**config.mk**
```make
export PLATFORM = sky130hd
export DESIGN_NAME = utf8_to_ucs2_stream_decoder_core_flat
export DESIGN_NICKNAME = d
export VERILOG_FILES = /design/src/hw/rtl/u2u_pkg.sv /design/src/hw/rtl/u2u_in_if.sv /design/src/hw/rtl/u2u_out_if.sv /design/src/hw/rtl/utf8_to_ucs2_stream_decoder_core.sv /design/src/hw/rtl/u2u_decode.sv /design/src/hw/rtl/u2u_outbuf.sv /design/src/flat_wrapper.sv
export SDC_FILE = /design/constraint.sdc
export NUM_CORES = 1
export LEC_CHECK = 0
export ABC_AREA = 0
export BUFFER_PORTS_ARGS = -buffer_cell sky130_fd_sc_hd__clkbuf_2
export CORE_MARGIN = 5
export CORE_UTILIZATION = 45
export DETAILED_ROUTE_END_ITERATION = 6
export GPL_ROUTABILITY_DRIVEN = 0
export PLACE_DENSITY = 0.6
export SLEW_MARGIN = 30
export SYNTH_ARGS = -nofsm -noshare
export SYNTH_HDL_FRONTEND = slang
export SYNTH_HIERARCHICAL = 1
export SYNTH_SLANG_ARGS = --single-unit
```
**constraint.sdc**
```tcl
create_clock -name clk -period 3.5 [get_ports clk]
set_input_delay 0.175 -clock clk [delete_from_list [all_inputs] [get_ports clk]]
set_output_delay 0.175 -clock clk [all_outputs]
set_load 0.05 [all_outputs]
```
**src/hw/rtl/u2u_pkg.sv**
```systemverilog
package u2u_pkg;

  localparam logic [7:0] CONT_MASK  = 8'hC0;
  localparam logic [7:0] CONT_TAG   = 8'h80;
  localparam logic [7:0] LEAD2_MASK = 8'hE0;
  localparam logic [7:0] LEAD2_TAG  = 8'hC0;
  localparam logic [7:0] LEAD3_MASK = 8'hF0;
  localparam logic [7:0] LEAD3_TAG  = 8'hE0;
  localparam logic [7:0] LEAD4_MASK = 8'hF8;
  localparam logic [7:0] LEAD4_TAG  = 8'hF0;
  localparam logic [7:0] LEAD5_MASK = 8'hFC;
  localparam logic [7:0] LEAD5_TAG  = 8'hF8;
  localparam logic [7:0] LEAD6_MASK = 8'hFE;
  localparam logic [7:0] LEAD6_TAG  = 8'hFC;

  localparam logic [15:0] SUBST_UNIT = 16'h003F;

  localparam logic [2:0] SKIP_LEAD4 = 3'd3;
  localparam logic [2:0] SKIP_LEAD5 = 3'd4;
  localparam logic [2:0] SKIP_LEAD6 = 3'd5;

  localparam int MAX_UNITS = 3;

  typedef enum logic [1:0] {
    PH_IDLE,
    PH_TWO_LAST,
    PH_THREE_MID,
    PH_THREE_LAST
  } phase_t;

  typedef logic [1:0] cnt_t;

  typedef struct packed {
    logic [15:0] code_unit;
    logic        replaced;
    logic        unit_present;
    logic        last_of_run;
  } unit_t;

  typedef struct packed {
    logic                        load;
    cnt_t                        count;
    unit_t [MAX_UNITS-1:0]       units;
  } bundle_t;

endpackage

```
**src/hw/rtl/u2u_in_if.sv**
```systemverilog
interface u2u_in_if;
  logic       valid;
  logic       ready;
  logic [7:0] data_byte;
  logic       end_of_string;

  modport source (output valid, output data_byte, output end_of_string, input ready);
  modport sink   (input valid, input data_byte, input end_of_string, output ready);
endinterface

```
**src/hw/rtl/u2u_out_if.sv**
```systemverilog
interface u2u_out_if;
  logic        valid;
  logic        ready;
  logic [15:0] code_unit;
  logic        replaced;
  logic        unit_present;
  logic        last_of_run;

  modport source (output valid, output code_unit, output replaced, output unit_present,
                  output last_of_run, input ready);
  modport sink   (input valid, input code_unit, input replaced, input unit_present,
                  input last_of_run, output ready);
endinterface

```
**src/hw/rtl/utf8_to_ucs2_stream_decoder_core.sv**
```systemverilog
// UTF-8 to UCS-2 stream decoder.
// in_ch  : one UTF-8 byte per word, end_of_string set on the last byte of a string.
// out_ch : one 16-bit code unit per word, with replaced ('?' substitute), unit_present
//          (clear only on a bare end marker) and last_of_run (last word of a string).
// Both channels move a word on a clock edge with valid and ready high.
// Path: a byte accepted on in_ch is held in the input register, decoded, and its words
// are written into the result register, from which out_ch presents them.
// Throughput: one byte per cycle when each byte yields at most one word and out_ch
// does not stall. A byte that yields two or three words (error bursts, truncated
// sequences) holds the decode stage until out_ch takes its words; bytes that yield
// nothing (leads, continuations, skipped bytes) still pass through the decode stage.
// An input register and a three-entry result register part the two sides, so a
// byte is taken while a finished word waits. When out_ch stalls, words are held
// and in_ch ready drops once both the input and result registers hold data.
// Reset (rst_n low, synchronous) empties both registers and returns the decoder
// to idle with no sequence pending and no bytes left to skip.
module utf8_to_ucs2_stream_decoder_core
  import u2u_pkg::*;
(
  input  logic      clk,
  input  logic      rst_n,
  u2u_in_if.sink    in_ch,
  u2u_out_if.source out_ch
);

  bundle_t bundle;
  logic    buf_free;
  unit_t   out_unit;

  u2u_decode u_decode (
    .clk              (clk),
    .rst_n            (rst_n),
    .in_valid         (in_ch.valid),
    .in_ready         (in_ch.ready),
    .in_data_byte     (in_ch.data_byte),
    .in_end_of_string (in_ch.end_of_string),
    .buf_free         (buf_free),
    .bundle           (bundle)
  );

  u2u_outbuf u_outbuf (
    .clk       (clk),
    .rst_n     (rst_n),
    .bundle    (bundle),
    .buf_free  (buf_free),
    .out_valid (out_ch.valid),
    .out_ready (out_ch.ready),
    .out_unit  (out_unit)
  );

  assign out_ch.code_unit    = out_unit.code_unit;
  assign out_ch.replaced     = out_unit.replaced;
  assign out_ch.unit_present = out_unit.unit_present;
  assign out_ch.last_of_run  = out_unit.last_of_run;

endmodule

```
**src/hw/rtl/u2u_decode.sv**
```systemverilog
module u2u_decode
  import u2u_pkg::*;
(
  input  logic        clk,
  input  logic        rst_n,
  input  logic        in_valid,
  output logic        in_ready,
  input  logic [7:0]  in_data_byte,
  input  logic        in_end_of_string,
  input  logic        buf_free,
  output bundle_t     bundle
);

  logic       v_r;
  logic [7:0] byte_r;
  logic       eos_r;

  phase_t     phase_r, phase_nxt;
  logic [9:0] part_r, part_nxt;
  logic [2:0] skip_r, skip_nxt;

  logic        advance;
  logic        cont;
  logic        take;
  logic [1:0]  pre;
  logic        tail_v;
  unit_t       tail;
  logic [15:0] joined;
  cnt_t        count;

  assign advance  = v_r && buf_free;
  assign in_ready = !v_r || buf_free;

  always_ff @(posedge clk) begin
    if (!rst_n) begin
      v_r <= 1'b0;
    end else if (in_valid && in_ready) begin
      v_r <= 1'b1;
    end else if (advance) begin
      v_r <= 1'b0;
    end
  end

  always_ff @(posedge clk) begin
    if (in_valid && in_ready) begin
      byte_r <= in_data_byte;
      eos_r  <= in_end_of_string;
    end
  end

  always_ff @(posedge clk) begin
    if (!rst_n) begin
      phase_r <= PH_IDLE;
      part_r  <= '0;
      skip_r  <= '0;
    end else if (advance) begin
      phase_r <= phase_nxt;
      part_r  <= part_nxt;
      skip_r  <= skip_nxt;
    end
  end

  assign cont   = (byte_r & CONT_MASK) == CONT_TAG;
  assign joined = {part_r, byte_r[5:0]};

  always_comb begin
    phase_nxt = phase_r;
    part_nxt  = part_r;
    skip_nxt  = skip_r;
    pre       = 2'd0;
    take      = 1'b0;
    tail_v    = 1'b0;
    tail      = '0;

    if (skip_r != 3'd0) begin
      skip_nxt = skip_r - 3'd1;
    end else begin
      unique case (phase_r)
        PH_IDLE: begin
          take = 1'b1;
        end
        PH_TWO_LAST, PH_THREE_LAST: begin
          if (cont) begin
            phase_nxt = PH_IDLE;
            if (joined != 16'd0) begin
              tail_v            = 1'b1;
              tail.code_unit    = joined;
              tail.unit_present = 1'b1;
            end
          end else begin
            pre  = (phase_r == PH_TWO_LAST) ? 2'd1 : 2'd2;
            take = 1'b1;
          end
        end
        PH_THREE_MID: begin
          if (cont) begin
            part_nxt  = {part_r[3:0], byte_r[5:0]};
            phase_nxt = PH_THREE_LAST;
            if (eos_r) begin
              pre = 2'd2;
            end
          end else begin
            pre  = 2'd1;
            take = 1'b1;
          end
        end
        default: begin
          take = 1'b1;
        end
      endcase
    end

    // byte taken as a lead
    if (take) begin
      phase_nxt = PH_IDLE;
      priority if (!byte_r[7]) begin
        if (byte_r != 8'd0) begin
          tail_v            = 1'b1;
          tail.code_unit    = {8'd0, byte_r};
          tail.unit_present = 1'b1;
        end
      end else if ((byte_r & LEAD2_MASK) == LEAD2_TAG) begin
        if (eos_r) begin
          tail_v = 1'b1;
        end else begin
          phase_nxt = PH_TWO_LAST;
          part_nxt  = {5'd0, byte_r[4:0]};
        end
      end else if ((byte_r & LEAD3_MASK) == LEAD3_TAG) begin
        if (eos_r) begin
          tail_v = 1'b1;
        end else begin
          phase_nxt = PH_THREE_MID;
          part_nxt  = {6'd0, byte_r[3:0]};
        end
      end else if ((byte_r & LEAD4_MASK) == LEAD4_TAG) begin
        tail_v   = 1'b1;
        skip_nxt = SKIP_LEAD4;
      end else if ((byte_r & LEAD5_MASK) == LEAD5_TAG) begin
        tail_v   = 1'b1;
        skip_nxt = SKIP_LEAD5;
      end else if ((byte_r & LEAD6_MASK) == LEAD6_TAG) begin
        tail_v   = 1'b1;
        skip_nxt = SKIP_LEAD6;
      end else begin
        tail_v = 1'b1;
      end
      if (tail_v && !tail.unit_present) begin
        tail.code_unit    = SUBST_UNIT;
        tail.replaced     = 1'b1;
        tail.unit_present = 1'b1;
      end
    end

    // end of string: bare marker if nothing else, state back to idle
    if (eos_r) begin
      if (pre == 2'd0 && !tail_v) begin
        tail_v = 1'b1;
        tail   = '0;
      end
      phase_nxt = PH_IDLE;
      part_nxt  = '0;
      skip_nxt  = '0;
    end
  end

  assign count = pre + {1'b0, tail_v};

  always_comb begin
    bundle.load  = advance;
    bundle.count = count;
    for (int i = 0; i < MAX_UNITS; i++) begin
      if (pre > 2'(i)) begin
        bundle.units[i].code_unit    = SUBST_UNIT;
        bundle.units[i].replaced     = 1'b1;
        bundle.units[i].unit_present = 1'b1;
      end else begin
        bundle.units[i].code_unit    = tail.code_unit;
        bundle.units[i].replaced     = tail.replaced;
        bundle.units[i].unit_present = tail.unit_present;
      end
      bundle.units[i].last_of_run = eos_r && (count == 2'(i + 1));
    end
  end

endmodule

```
**src/hw/rtl/u2u_outbuf.sv**
```systemverilog
module u2u_outbuf
  import u2u_pkg::*;
(
  input  logic         clk,
  input  logic         rst_n,
  input  bundle_t      bundle,
  output logic         buf_free,
  output logic         out_valid,
  input  logic         out_ready,
  output unit_t        out_unit
);

  unit_t [MAX_UNITS-1:0] units_r, units_nxt;
  cnt_t                  cnt_r, cnt_nxt;
  logic                  pop;

  assign out_valid = cnt_r != 2'd0;
  assign pop       = out_valid && out_ready;
  assign buf_free  = (cnt_r == 2'd0) || (cnt_r == 2'd1 && out_ready);
  assign out_unit  = units_r[0];

  always_comb begin
    units_nxt = units_r;
    cnt_nxt   = cnt_r;
    if (bundle.load) begin
      units_nxt = bundle.units;
      cnt_nxt   = bundle.count;
    end else if (pop) begin
      for (int i = 0; i < MAX_UNITS - 1; i++) begin
        units_nxt[i] = units_r[i + 1];
      end
      cnt_nxt = cnt_r - 2'd1;
    end
  end

  always_ff @(posedge clk) begin
    if (!rst_n) begin
      cnt_r <= '0;
    end else begin
      cnt_r <= cnt_nxt;
    end
  end

  always_ff @(posedge clk) begin
    units_r <= units_nxt;
  end

endmodule
```
**src/flat_wrapper.sv**
```systemverilog
// flat-port wrapper written by rule: the top's interface ports become plain ports
module utf8_to_ucs2_stream_decoder_core_flat import u2u_pkg::*;
  (clk, rst_n, in_ch_valid, in_ch_data_byte, in_ch_end_of_string, in_ch_ready, out_ch_valid, out_ch_code_unit, out_ch_replaced, out_ch_unit_present, out_ch_last_of_run, out_ch_ready);
  u2u_in_if in_ch_i ();
  u2u_out_if out_ch_i ();
  input  logic clk;
  input  logic rst_n;
  input wire logic [$bits(in_ch_i.valid)-1:0] in_ch_valid;
  input wire logic [$bits(in_ch_i.data_byte)-1:0] in_ch_data_byte;
  input wire logic [$bits(in_ch_i.end_of_string)-1:0] in_ch_end_of_string;
  output wire logic [$bits(in_ch_i.ready)-1:0] in_ch_ready;
  output wire logic [$bits(out_ch_i.valid)-1:0] out_ch_valid;
  output wire logic [$bits(out_ch_i.code_unit)-1:0] out_ch_code_unit;
  output wire logic [$bits(out_ch_i.replaced)-1:0] out_ch_replaced;
  output wire logic [$bits(out_ch_i.unit_present)-1:0] out_ch_unit_present;
  output wire logic [$bits(out_ch_i.last_of_run)-1:0] out_ch_last_of_run;
  input wire logic [$bits(out_ch_i.ready)-1:0] out_ch_ready;
  assign in_ch_i.valid = in_ch_valid;
  assign in_ch_i.data_byte = in_ch_data_byte;
  assign in_ch_i.end_of_string = in_ch_end_of_string;
  assign in_ch_ready = in_ch_i.ready;
  assign out_ch_valid = out_ch_i.valid;
  assign out_ch_code_unit = out_ch_i.code_unit;
  assign out_ch_replaced = out_ch_i.replaced;
  assign out_ch_unit_present = out_ch_i.unit_present;
  assign out_ch_last_of_run = out_ch_i.last_of_run;
  assign out_ch_i.ready = out_ch_ready;
  utf8_to_ucs2_stream_decoder_core u_core (.clk(clk), .rst_n(rst_n), .in_ch(in_ch_i), .out_ch(out_ch_i));
endmodule
```
==> flow_summary_export.csv <==
group,metric,value,unit
logic_synthesis,yosys-mux-area-fraction,14.3,%
final_layout,syn_to_final_growth,6.97,%
sta,timing.hold.ws,0.0646,ns
sta,timing.setup.tns,0,ns
clocking,tritoncts.num_buffers,9,
logic_synthesis,post_synth_xor_area_fraction,0.793,%
grt,global_route.peak_usage_layer,"met2",
clocking,cts_setup_buffers,0,
drt,drt_first_iter_violations,153,
sta,highest_achievable_clock_rate,340,MHz
sta,fin_clk_skew,0.00890,ns
logic_synthesis,yosysUniqueCellTypes,51,
pwr,netSwitchingFraction,31.6,%
sta,timing.final.hold_violations,0,
drt,drc,0,
logic_synthesis,post_synth_fa_ha_maj_area_fraction,1.42,%
pwr,powerDensity,584,nW/µm²
floorplan,die_w,109,µm
logic_synthesis,yosysWarnings,6,
final_layout,n_antenna_cell,0,
clocking,cts_root_buffer,"clkbuf_8",
worst_setup_path,crit_path_cell_trace,"nor4_1, nand2_1, or3_2, a31oi_2, nand2_1, ha_1, xor2_1, and3_1, mux2_4",
logic_synthesis,yosys.area.top_type,"edfxtp_1",
worst_setup_path,cp_data_arrival_time,3.04,ns
worst_setup_path,worst_path_class_setup,"reg2reg",
grt,wire_length_of_the_first_global_routing_pass,12800,µm
grt,grt_use_total,14.1,%
logic_synthesis,dominantRegCellSynth,"edfxtp_1",
sta,layout_min_cycle_time,2.94,ns
clocking,cts_tree,"done",
worst_hold_path,holdPathEnd,"u_core/u_decode/v_r",
logic_synthesis,synth_edf_count,66,
worst_setup_path,worst_path_max_delay_cell,"edfxtp_1",
floorplan,pin_count,34,
logic_synthesis,synth_sequential_area_ratio,53.0,%
worst_setup_path,worstPathBufferInverterCount,0,
placement,port_buffers,33,
drt,postRouteAntennaNets,0,
worst_hold_path,worst_hold_startpoint,"in_ch_valid",
grt,gr-usage-met3,2.90,%
grt,grt_pass1_vias,2552,
placement,dp.final_hpwl,4960,µm
pwr,p_seq_share,48.5,%
logic_synthesis,yosys.area_share.simple,13.1,%
sta,max_slew_headroom_at_the_worst_pin,37.6,%
floorplan,fp.dieArea,11900,µm²
worst_setup_path,critPathRequiredTime,3.60,ns
job,maxCapViolCount,0,
floorplan,std_cell_rows,36,
logic_synthesis,postSynthNetCount,358,
worst_hold_path,worst_hold_path_type,"in2reg",
grt,global_route.usage.met2,22.3,%
drt,dr.pass1.iters,5,
pwr,power.net_switching,0.872,mW
worst_setup_path,reg2reg_from,"u_core/u_decode/byte_r[5]",
worst_setup_path,critical-path-top-delay-family,"simple AND/OR/NAND/NOR gates",
logic_synthesis,synthesis.area,4420,µm²
clocking,sink_count,84,
sta,rsz0062_at_grt,"no",
worst_setup_path,reg2regPathDepth,9,
drt,drt-wirelength-per-cell,15.6,µm
worst_setup_path,timing.critical_path.to_type,"register",
grt,grt_antenna_before_repair,0,
drt,vias,2509,
logic_synthesis,synthesis.instances,340,
drt,viasPerCell,5.09,
pwr,power.ir.vdd_worst,0.000269,V
final_layout,layout_cells_sized_above_1,29.7,%
sta,final_max_slew_viol_count,0,
clocking,cts_htree_levels,3,
sta,final.period_utilization,83.9,%
pwr,p_int,1.89,mW
worst_setup_path,element_type_at_the_critical_path_start,"register",
pwr,comb_power_share,27.2,%
worst_setup_path,r2r-end,"u_core/u_outbuf/out_unit[0]",
clocking,clk_transition_reported_paths,0.09,ns
worst_setup_path,critical_path.max_fanout,9,
pwr,power.share.clock,24.2,%
clocking,clock_tree.buffer_depth,2,
grt,grt_start_max_net_pins,39,
logic_synthesis,post-synth-top-area-fraction,44.9,%
status,run_status,"completed",
logic_synthesis,complex_gate_fraction_of_the_synthesized_area,9.12,%
floorplan,height_of_the_chip,109,µm
logic_synthesis,netlist_top_cells_area,"edfxtp_1 45%, mux2_4 13%, dfxtp_1 8.2%, buf_4 4.1%, and2_1 4.0%",
logic_synthesis,largest_family_of_logic_cells_by_synthesized_area,"multiplexers",
grt,gr-total-overflow,0,
clocking,clk-insertion-delay-late,0.34,ns
logic_synthesis,syn_avg_cell_area,13.0,µm²
grt,groute.layer.met1.usage,19.3,%
worst_setup_path,slowest_delay,0.55,ns
drt,detail_route.wirelength,7680,µm
sta,final_count_of_negative_setup_slack_endpoints,0,
logic_synthesis,yosys_register_bits,84,
pwr,power.leakage,1.92,nW
worst_setup_path,r2r_slack,0.56,ns
sta,pin_slew_with_the_least_headroom_to_its_limit,0.936,ns
worst_hold_path,min_path_cells,3,
floorplan,start_util,45.6,%
logic_synthesis,postSynth.asyncResetShare,0,%
worst_setup_path,cp_common_cell,"nand2_1",
final_layout,finish.net_count,373,
floorplan,coreArea,9680,µm²
metal layers:
layer | share of wire [%] | routed length (µm) | up-vias
li1 | - | - | 1233
met1 | 48 | 3660 | 1212
met2 | 48 | 3680 | 56
met3 | 3.4 | 261 | 8
met4 | 1.1 | 86 | 0
met5 | 0 | 0 | -
power groups by stage:
stage / combinational, mW / clock (mW) / sequential (mW)
after floorplan: 0.725 / 0 / 1.34
after global placement: 0.742 / 0 / 1.36
after detailed placement: 0.751 / 0 / 1.36
after CTS: 0.758 / 0.691 / 1.34
after global routing: 0.808 / 0.742 / 1.36
final: 0.752 / 0.668 / 1.34
flip-flops by register name, indices dropped and copies added (netlist names):
| signal | cells |
|---|---|
| u_core/u_outbuf/units_r | 38 |
| u_core/u_outbuf/out_unit | 19 |
| u_core/u_decode/part_r | 10 |
| u_core/u_decode/byte_r | 8 |
| u_core/u_decode/skip_r | 3 |
| u_core/u_decode/phase_r | 2 |
| u_core/u_outbuf/cnt_r | 2 |
| u_core/u_decode/eos_r | 1 |
| u_core/u_decode/v_r | 1 |
worst min-delay path: stages:
cell,delay (ns)
clkbuf_2,0.09
inv_1,0.04
a21boi_0,0.06
cell families (layout without fill, tap and decap cells):
family / after synthesis / after routing
XOR/XNOR: 4 / 4
flip-flops: 84 / 84
AO/OA/AOI/OAI: 52 / 52
adder cells (fa/ha/maj): 5 / 5
buffers and inverters: 52 / 72
multiplexers: 44 / 44
AND/OR/NAND/NOR: 99 / 99
synthesized netlist by cell type (3+ instances only):
| cell type | n |
|---|---|
| nor4_1 | 5 |
| and3_1 | 3 |
| or2_2 | 3 |
| buf_2 | 3 |
| nor2b_1 | 5 |
| ha_1 | 5 |
| nand4_1 | 3 |
| nand2b_1 | 3 |
| inv_1 | 11 |
| nor3_1 | 3 |
| nand2_1 | 17 |
| a21o_2 | 6 |
| a32o_1 | 4 |
| a21o_1 | 14 |
| clkbuf_1 | 3 |
| nor2_1 | 13 |
| buf_6 | 10 |
| o21ai_0 | 7 |
| xnor2_1 | 3 |
| a21boi_0 | 3 |
| mux2_4 | 38 |
| dfxtp_1 | 18 |
| edfxtp_1 | 66 |
| buf_4 | 24 |
| a21oi_1 | 4 |
| and2_1 | 28 |
| mux2i_1 | 6 |
| nand2_2 | 3 |
what timing repair did:
action | in CTS | in global routing
hold endpoints to repair | 6 | 3
resized for setup | 0 | 0
hold buffers | 6 | 3
layout by cell type (no fill, tap or decap), types with 2 or more instances in the layout:
cell / Yosys / final
nor4_1: 5 / 5
xnor2_1: 3 / 3
a21o_2: 6 / 6
a21o_1: 14 / 14
edfxtp_1: 66 / 66
a32o_1: 4 / 4
nor3b_1: 2 / 2
nand2b_1: 3 / 3
dlygate4sd3_1: 0 / 9
nand3b_1: 2 / 2
dfxtp_1: 18 / 18
o211ai_1: 2 / 2
a32oi_1: 2 / 2
clkbuf_8: 0 / 9
mux2i_1: 6 / 6
a21boi_0: 3 / 3
a22oi_1: 2 / 2
buf_4: 24 / 3
o21ai_0: 7 / 7
clkinv_1: 0 / 2
clkbuf_1: 3 / 2
clkbuf_2: 1 / 33
and2_1: 28 / 28
nor2_1: 13 / 13
nor2b_1: 5 / 5
nand2b_4: 2 / 2
ha_1: 5 / 5
a21oi_1: 4 / 4
nand2_2: 3 / 3
or2_2: 3 / 3
nand4_1: 3 / 3
nor3_1: 3 / 2
nand2_1: 17 / 17
mux2_4: 38 / 38
and3_1: 3 / 3
inv_1: 11 / 10
through the flow:
stage	power, mW	std cells	area (µm²)	setup WS (ns)	utilization (%)
after CTS	2.79	490	4690	0.571	48.5
after global routing	2.91	493	4720	0.331	48.8
after detailed placement	2.12	468	4450	0.576	46.0
after floorplan	2.06	340	4420	0.787	-
after global placement	2.10	468	4450	0.634	46.0
final	2.76	493	4720	0.563	48.8
cell type report:
type,count,area (µm²)
fillers,867,4960
multi-input cells,204,1710
repair buffers,45,278
clock buffers,11,131
clock inverters,5,51.3
well taps,133,166
inverters,11,41.3
flip-flops and latches,84,2340
how the worst max path moves through the flow:
stage,depth (start not counted),to,slack (ns),start
floorplan,10,u_core/u_outbuf/out_unit[0],0.79,u_core/u_outbuf/cnt_r[0]
global placement,9,u_core/u_outbuf/out_unit[0],0.63,u_core/u_decode/byte_r[5]
detailed placement,9,u_core/u_outbuf/out_unit[0],0.58,u_core/u_decode/byte_r[5]
CTS,9,u_core/u_outbuf/out_unit[0],0.57,u_core/u_decode/byte_r[5]
global route,9,u_core/u_outbuf/units_r[19],0.33,u_core/u_decode/byte_r[5]
finish,9,u_core/u_outbuf/out_unit[0],0.56,u_core/u_decode/byte_r[5]
Power figures use the tool's default switching activity.
